File: config.mk
export PLATFORM = sky130hd
export DESIGN_NAME = irc_line_tokenizer
export DESIGN_NICKNAME = d
export VERILOG_FILES = /design/src/rtl/irt_pkg.sv /design/src/rtl/irt_parser.sv /design/src/rtl/irt_rsp_queue.sv /design/src/rtl/irc_line_tokenizer.sv
export SDC_FILE = /design/constraint.sdc
export NUM_CORES = 1
export LEC_CHECK = 0
export ABC_AREA = 1
export ABC_CLOCK_PERIOD_IN_PS = 3400
export BUFFER_PORTS_ARGS = -buffer_cell sky130_fd_sc_hd__buf_2
export CORE_UTILIZATION = 45
export CTS_BUF_LIST = sky130_fd_sc_hd__clkbuf_16
export DETAILED_ROUTE_END_ITERATION = 12
export SLEW_MARGIN = 10
export SYNTH_ARGS = -nofsm -noshare
export SYNTH_HDL_FRONTEND = slang
export SYNTH_SLANG_ARGS = --single-unit
File: constraint.sdc
create_clock -name clock -period 3.4 [get_ports clock]
set_clock_uncertainty 0.2 [all_clocks]
set_input_delay 0.68 -clock clock [delete_from_list [all_inputs] [get_ports clock]]
set_output_delay 0.68 -clock clock [all_outputs]
set_load 0.05 [all_outputs]
File: src/rtl/irt_pkg.sv
package irt_pkg;

   localparam logic [1:0] KIND_CMD_CHAR   = 2'd0;
   localparam logic [1:0] KIND_PARAM_CHAR = 2'd1;
   localparam logic [1:0] KIND_TOKEN_END  = 2'd2;
   localparam logic [1:0] KIND_MSG_END    = 2'd3;

   localparam logic [7:0] CHAR_CR    = 8'h0D;
   localparam logic [7:0] CHAR_SPACE = 8'h20;
   localparam logic [7:0] CHAR_COMMA = 8'h2C;
   localparam logic [7:0] CHAR_COLON = 8'h3A;

   localparam int unsigned RESULT_QUEUE_DEPTH = 4;

   typedef struct packed {
      logic [1:0] kind;
      logic [7:0] char_out;
      logic [3:0] token_index;
      logic       last;
   } result_type;

   // Up to two results per input byte, in order.
   typedef struct packed {
      logic [1:0] count;
      result_type first;
      result_type second;
   } result_pair_type;

endpackage

File: src/rtl/irt_parser.sv
module irt_parser #(
   parameter int unsigned MAX_PARAMS = 15
) (
   input  logic                     clock,
   input  logic                     reset,
   input  logic                     step,
   input  logic [7:0]               char_in,
   output irt_pkg::result_pair_type results
);

   localparam int unsigned CountWidth = $clog2(MAX_PARAMS + 1);

   typedef enum logic [2:0] {
      MODE_CMD,
      MODE_SEP,
      MODE_PARAM,
      MODE_TRAIL,
      MODE_SKIP
   } mode_type;

   mode_type              mode_ff, mode_in;
   logic [CountWidth-1:0] count_ff, count_in;
   logic [CountWidth-1:0] count_bumped;
   logic                  is_cr, is_space, is_comma, is_colon;
   logic [3:0]            index_now, index_bumped;

   assign is_cr    = (char_in == irt_pkg::CHAR_CR);
   assign is_space = (char_in == irt_pkg::CHAR_SPACE);
   assign is_comma = (char_in == irt_pkg::CHAR_COMMA);
   assign is_colon = (char_in == irt_pkg::CHAR_COLON);

   // The parameter index holds at MAX_PARAMS once it gets there.
   assign count_bumped = (count_ff < CountWidth'(MAX_PARAMS)) ?
                         count_ff + CountWidth'(1) : count_ff;
   assign index_now    = 4'(count_ff);
   assign index_bumped = 4'(count_bumped);

   always_comb begin
      mode_in  = mode_ff;
      count_in = count_ff;
      results  = '0;
      unique case (mode_ff)
         MODE_CMD: begin
            if (is_cr) begin
               results.count        = 2'd2;
               results.first.kind   = irt_pkg::KIND_TOKEN_END;
               results.second.kind  = irt_pkg::KIND_MSG_END;
               mode_in              = MODE_SKIP;
            end else if (is_space) begin
               results.count      = 2'd1;
               results.first.kind = irt_pkg::KIND_TOKEN_END;
               mode_in            = MODE_SEP;
            end else begin
               results.count          = 2'd1;
               results.first.kind     = irt_pkg::KIND_CMD_CHAR;
               results.first.char_out = char_in;
            end
         end
         MODE_SEP: begin
            if (is_cr) begin
               results.count      = 2'd1;
               results.first.kind = irt_pkg::KIND_MSG_END;
               mode_in            = MODE_SKIP;
            end else if (is_space || is_comma) begin
               results.count = 2'd0;
            end else if (is_colon) begin
               count_in = count_bumped;
               mode_in  = MODE_TRAIL;
            end else begin
               count_in                  = count_bumped;
               results.count             = 2'd1;
               results.first.kind        = irt_pkg::KIND_PARAM_CHAR;
               results.first.char_out    = char_in;
               results.first.token_index = index_bumped;
               mode_in                   = MODE_PARAM;
            end
         end
         MODE_PARAM, MODE_TRAIL: begin
            if (is_cr) begin
               results.count             = 2'd2;
               results.first.kind        = irt_pkg::KIND_TOKEN_END;
               results.first.token_index = index_now;
               results.second.kind       = irt_pkg::KIND_MSG_END;
               mode_in                   = MODE_SKIP;
            end else if (is_comma || (is_space && (mode_ff == MODE_PARAM))) begin
               results.count             = 2'd1;
               results.first.kind        = irt_pkg::KIND_TOKEN_END;
               results.first.token_index = index_now;
               mode_in                   = MODE_SEP;
            end else begin
               results.count             = 2'd1;
               results.first.kind        = irt_pkg::KIND_PARAM_CHAR;
               results.first.char_out    = char_in;
               results.first.token_index = index_now;
            end
         end
         MODE_SKIP: begin
            count_in = '0;
            mode_in  = MODE_CMD;
         end
         default: begin
            count_in = '0;
            mode_in  = MODE_CMD;
         end
      endcase
      // The last flag marks whichever result closes this byte.
      if (results.count == 2'd2) begin
         results.second.last = 1'b1;
      end else if (results.count == 2'd1) begin
         results.first.last = 1'b1;
      end
   end

   always_ff @(posedge clock) begin
      if (reset) begin
         mode_ff  <= MODE_CMD;
         count_ff <= '0;
      end else if (step) begin
         mode_ff  <= mode_in;
         count_ff <= count_in;
      end
   end

endmodule

File: src/rtl/irt_rsp_queue.sv
module irt_rsp_queue (
   input  logic                     clock,
   input  logic                     reset,
   input  logic                     push,
   input  irt_pkg::result_pair_type push_data,
   output logic                     room,
   output logic                     out_valid,
   input  logic                     out_stall,
   output irt_pkg::result_type      out_data
);

   localparam int unsigned Depth     = irt_pkg::RESULT_QUEUE_DEPTH;
   localparam int unsigned PtrWidth  = $clog2(Depth);
   localparam int unsigned FillWidth = $clog2(Depth + 1);

   irt_pkg::result_type  entry_ff [Depth];
   logic [PtrWidth-1:0]  wr_ptr_ff, wr_ptr_in;
   logic [PtrWidth-1:0]  rd_ptr_ff, rd_ptr_in;
   logic [FillWidth-1:0] fill_ff, fill_in;
   logic [PtrWidth-1:0]  wr_ptr_next;
   logic [1:0]           push_count;
   logic                 pop;

   // Room is judged on the registered fill alone, so it never waits on out_stall.
   assign room        = (fill_ff <= FillWidth'(Depth - 2));
   assign out_valid   = (fill_ff != '0);
   assign out_data    = entry_ff[rd_ptr_ff];
   assign pop         = out_valid && !out_stall;
   assign push_count  = push ? push_data.count : 2'd0;
   assign wr_ptr_next = wr_ptr_ff + PtrWidth'(1);

   always_comb begin
      wr_ptr_in = wr_ptr_ff + PtrWidth'(push_count);
      rd_ptr_in = pop ? rd_ptr_ff + PtrWidth'(1) : rd_ptr_ff;
      fill_in   = fill_ff + FillWidth'(push_count) - FillWidth'(pop);
   end

   always_ff @(posedge clock) begin
      if (reset) begin
         wr_ptr_ff <= '0;
         rd_ptr_ff <= '0;
         fill_ff   <= '0;
      end else begin
         wr_ptr_ff <= wr_ptr_in;
         rd_ptr_ff <= rd_ptr_in;
         fill_ff   <= fill_in;
      end
   end

   always_ff @(posedge clock) begin
      if (push_count != 2'd0) begin
         entry_ff[wr_ptr_ff] <= push_data.first;
      end
      if (push_count == 2'd2) begin
         entry_ff[wr_ptr_next] <= push_data.second;
      end
   end

endmodule

File: src/rtl/irc_line_tokenizer.sv
// Byte-serial line tokenizer. One message byte is taken per beat on the req_
// channel and each CR-terminated line comes out on the rsp_ channel as command
// characters, parameter characters, token-end beats carrying the token index and
// a message-end beat; rsp_last marks the final beat caused by a byte. A byte
// gives zero, one or two result beats, so the block takes one byte per clock as
// long as bytes average no more than one result beat each and rsp_stall stays
// low. A byte is held in the input register, where the parser decides its
// results and its next state, and the results then wait in a four-entry result
// queue; the first result is offered on rsp_ once it has passed through both.
// While the queue holds more than two beats the input register keeps its byte
// and the req_ side stalls. The parameter index saturates at MAX_PARAMS.
// A final line without CR still gives its tokens but no message end.
module irc_line_tokenizer #(
   parameter int unsigned MAX_PARAMS = 15
) (
   input  logic       clock,
   input  logic       reset,
   input  logic       req_valid,
   output logic       req_stall,
   input  logic [7:0] req_char_in,
   output logic       rsp_valid,
   input  logic       rsp_stall,
   output logic [1:0] rsp_kind,
   output logic [7:0] rsp_char_out,
   output logic [3:0] rsp_token_index,
   output logic       rsp_last
);

   logic                     in_valid_ff, in_valid_in;
   logic [7:0]               in_char_ff, in_char_in;
   logic                     room;
   logic                     advance;
   logic                     accept;
   irt_pkg::result_pair_type results;
   irt_pkg::result_type      head;

   assign advance   = in_valid_ff && room;
   assign req_stall = in_valid_ff && !room;
   assign accept    = req_valid && !req_stall;

   assign in_valid_in = accept || (in_valid_ff && !advance);
   assign in_char_in  = accept ? req_char_in : in_char_ff;

   always_ff @(posedge clock) begin
      if (reset) begin
         in_valid_ff <= 1'b0;
      end else begin
         in_valid_ff <= in_valid_in;
      end
   end

   always_ff @(posedge clock) begin
      in_char_ff <= in_char_in;
   end

   irt_parser #(
      .MAX_PARAMS(MAX_PARAMS)
   ) u_parser (
      .clock   (clock),
      .reset   (reset),
      .step    (advance),
      .char_in (in_char_ff),
      .results (results)
   );

   irt_rsp_queue u_queue (
      .clock     (clock),
      .reset     (reset),
      .push      (advance),
      .push_data (results),
      .room      (room),
      .out_valid (rsp_valid),
      .out_stall (rsp_stall),
      .out_data  (head)
   );

   assign rsp_kind        = head.kind;
   assign rsp_char_out    = head.char_out;
   assign rsp_token_index = head.token_index;
   assign rsp_last        = head.last;

   a_reset_empties: assert property (@(posedge clock)
      reset |=> !rsp_valid && !req_stall)
      else $error("result queue or input register not empty after reset");

   a_msg_end_fields: assert property (@(posedge clock) disable iff (reset)
      rsp_valid && (rsp_kind == irt_pkg::KIND_MSG_END) |->
         (rsp_token_index == 4'd0) && (rsp_char_out == 8'd0) && rsp_last)
      else $error("message end beat carries stray fields");

   a_cmd_index_zero: assert property (@(posedge clock) disable iff (reset)
      rsp_valid && (rsp_kind == irt_pkg::KIND_CMD_CHAR) |->
         (rsp_token_index == 4'd0) && rsp_last)
      else $error("command character with nonzero index or not last");

   a_held_byte_stalls: assert property (@(posedge clock) disable iff (reset)
      in_valid_ff && !room |=> in_valid_ff && $stable(in_char_ff))
      else $error("held input byte lost while queue was full");

endmodule

==> impl_metrics.yaml <==
cts:
  postCtsSetupRepairBufs: 0
  ctsHoldBuffers: 0
  cts_resized: 0
  cts_buffers: 9
  root_buffer: "clkbuf_16"
  cts_max_level: 3
  clk_latency_ns: 0.34
  clk_pin_slew_ns: 0.06
  clockBufferDepth: 2
  cts_sinks: 85
  cts_tree: "yes"
yosys:
  yosysWarnings: 0
  syn_nets: 676
  synth_edf_count: 20
  synth_top_area_cell: "dfxtp_1"
  ys_types: 28
  synth_seq_area_share: 0.419
  synth_top_area_share: 0.287
  synthArstFlopShare: 0
  ys.flop_type: "dfxtp_1"
  synth_seq_cells: 85
  synth_area_per_cell_sq_um: 6.89
  synthCells: 658
  synth.top_cells.by_area: "dfxtp_1, edfxtp_1, nand2_1"
  syn_area_sq_um: 4540
global_route:
  antenna_found_initial: 0
  grt_pass1_vias: 3736
  grt_pass1_wl_microns: 18800
  grt-ovfl-total: 0
  grt_start_max_net_pins: 52
  grtUsageTotal: 0.239
worst_hold_path:
  hp-start: "u_queue.rd_ptr_ff[0]"
  whs_path_depth: 1
  worstHoldPathType: "flip-flop to flip-flop"
setup_path:
  cp-start-kind: "flip-flop"
  critical_path_class: "flip-flop to output pin"
  cp.required_ns: 2.52
  critical_path_arrival_ns: 1.95
  r2r-start: "in_char_ff[7]"
  endpoint_kind: "output pin"
  reg2regPathDepth: 13
  path_max_fanout: 18
  r2r_end: "u_queue.fill_ff[2]"
  reg2reg_slack_ns: 0.73
drt:
  num_vias: 4243
  wl_microns: 11700
  drtIter0Drc: 202
  drc_errors: 0
  wire_per_inst_microns: 14.3
  vias_per_cell: 5.18
  dr.pass1.iters: 4
  postRouteAntennaNets: 0
finish:
  stdcell_area_sq_um: 5050
  n_antenna_cell: 0
  area_delta_synth_final_pct: 11.3
  nets: 699
  final_cells: 819
  layout-drive-gt1-share: 0.118
flow_run:
  drv_cap: 0
placed_design:
  dp.cells: 803
  place_area_sq_um: 4790
  dp_worst_setup_slack_ns: 0.721
  gp_congestion: 0.927
  io_buffers: 28
  dp_hpwl_microns: 8100
die:
  die_w_microns: 102
  die_h_microns: 102
  io_pins: 29
  rows: 36
  start_util: 0.464
  die-area_sq_um: 10500
  core-area_sq_um: 9770
timing:
  drv_slew: 0
  rsz0062_at_grt: "false"
  setup_ws_ns: 0.572
  setup_viol: 0
  hold_violations: 0
  setup_tns_ns: 0
  clock.fmax_mhz: 354
  period_minus_slack_ns: 2.83
  tightest_slew_ns: 0.635
  post-route-period-util: 0.832
  slew_headroom: 0.577
power:
  powerDensity_nw_per_um2: 787
  finalPower_mw: 3.98
  ir_drop_v: 0.000571
  power_leakage_nw: 2.50
run_status:
  outcome: "complete, no violations"
## flip-flops by register name (all words and copies together), names as in the netlist, named ones only
| signal | cells |
|---|---|
| u_parser.mode_ff | 3 |
| u_queue.wr_ptr_ff | 2 |
| in_valid_ff | 1 |
| u_parser.count_ff | 4 |
| u_queue.fill_ff | 3 |
| u_queue.rd_ptr_ff | 2 |
| u_queue.entry_ff | 60 |
| in_char_ff | 8 |
## how the worst max path moves through the flow
stage          cells past startpoint                 end  slack (ns)
2_1_floorplan                      4     rsp_char_out[6]        0.57
3_3_place_gp                      10  u_queue.fill_ff[2]        0.77
3_5_place_dp                      13  u_queue.fill_ff[2]        0.72
4_1_cts                            5  rsp_token_index[2]        0.54
5_1_grt                            5  rsp_token_index[3]        0.42
6_report                           5  rsp_token_index[2]        0.57
## layout make-up
| cell class | instances | area [sq um] |
|---|---|---|
| Sequential cell | 85 | 1900 |
| Clock inverter | 7 | 37.5 |
| Clock buffer | 9 | 225 |
| Timing Repair Buffer | 42 | 258 |
| Multi-Input combinational cell | 476 | 2210 |
| Inverter | 67 | 251 |
| Tap cell | 133 | 166 |
| Fill cell | 992 | 4720 |
## per-layer routing
layer,wire length [microns],vias up,global-route usage
li1,-,2183,-
met1,5370,1935,0.320
met2,5590,114,0.394
met3,589,11,0.0287
met4,152,0,0.0890
met5,0,-,0
## per-stage QoR
step / hold slack (ns) / utilization
6_report: 0.274 / 0.517
5_1_grt: 0.298 / 0.517
4_1_cts: 0.274 / 0.517
3_5_place_dp: 0.260 / 0.490
3_3_place_gp: 0.256 / 0.490
2_1_floorplan: 0.236 / -
## cells by family (layout without fill, tap and decap cells)
kind of cell,after synthesis,count (layout),share of synthesized area
fa+ha+maj,6,6,0.0182
xor+xnor,3,3,0.00579
buf+inv,97,125,0.0935
compound gates,123,123,0.140
flops,85,85,0.419
simple gates,344,344,0.323
## placed cells by master (no fill, tap or decap), drive strengths merged, types with 3 or more instances in the layout
| cell | netlist | routed |
|---|---|---|
| ha | 5 | 5 |
| nand3 | 63 | 63 |
| nand4 | 3 | 3 |
| inv | 67 | 70 |
| clkbuf | 19 | 9 |
| clkinv | 0 | 3 |
| o21ai | 52 | 52 |
| xor2 | 3 | 3 |
| nand2 | 139 | 139 |
| dfxtp | 65 | 65 |
| buf | 11 | 42 |
| a21oi | 56 | 56 |
| o22ai | 14 | 14 |
| edfxtp | 20 | 20 |
| nor3 | 4 | 4 |
| nor2 | 134 | 134 |
## worst max-delay path, stage by stage, from the launching register on
cell and delay, ns:
dfxtp_1 0.32, inv_1 0.45, buf_4 0.28, o21ai_0 0.10
o22ai_1 0.16, buf_2 0.29
## where the power goes
group	switching, mW	total, mW	internal, mW
Combinational	1.15	1.60	0.451
Sequential	0.157	1.49	1.33
Clock	0.399	0.884	0.485
## synthesized netlist by cell type, types with 4 or more instances
| cell type | number |
|---|---|
| o22ai_1 | 14 |
| a21oi_1 | 56 |
| nand3_1 | 63 |
| inv_1 | 58 |
| nor3_1 | 4 |
| dfxtp_1 | 65 |
| ha_1 | 5 |
| nor2_2 | 5 |
| nand2_1 | 130 |
| edfxtp_1 | 20 |
| inv_2 | 9 |
| nor2_1 | 126 |
| clkbuf_1 | 19 |
| o21ai_0 | 44 |
| buf_6 | 6 |
| o21ai_1 | 8 |
| nand2_2 | 6 |
No activity file was read; power rests on OpenSTA's default activity.
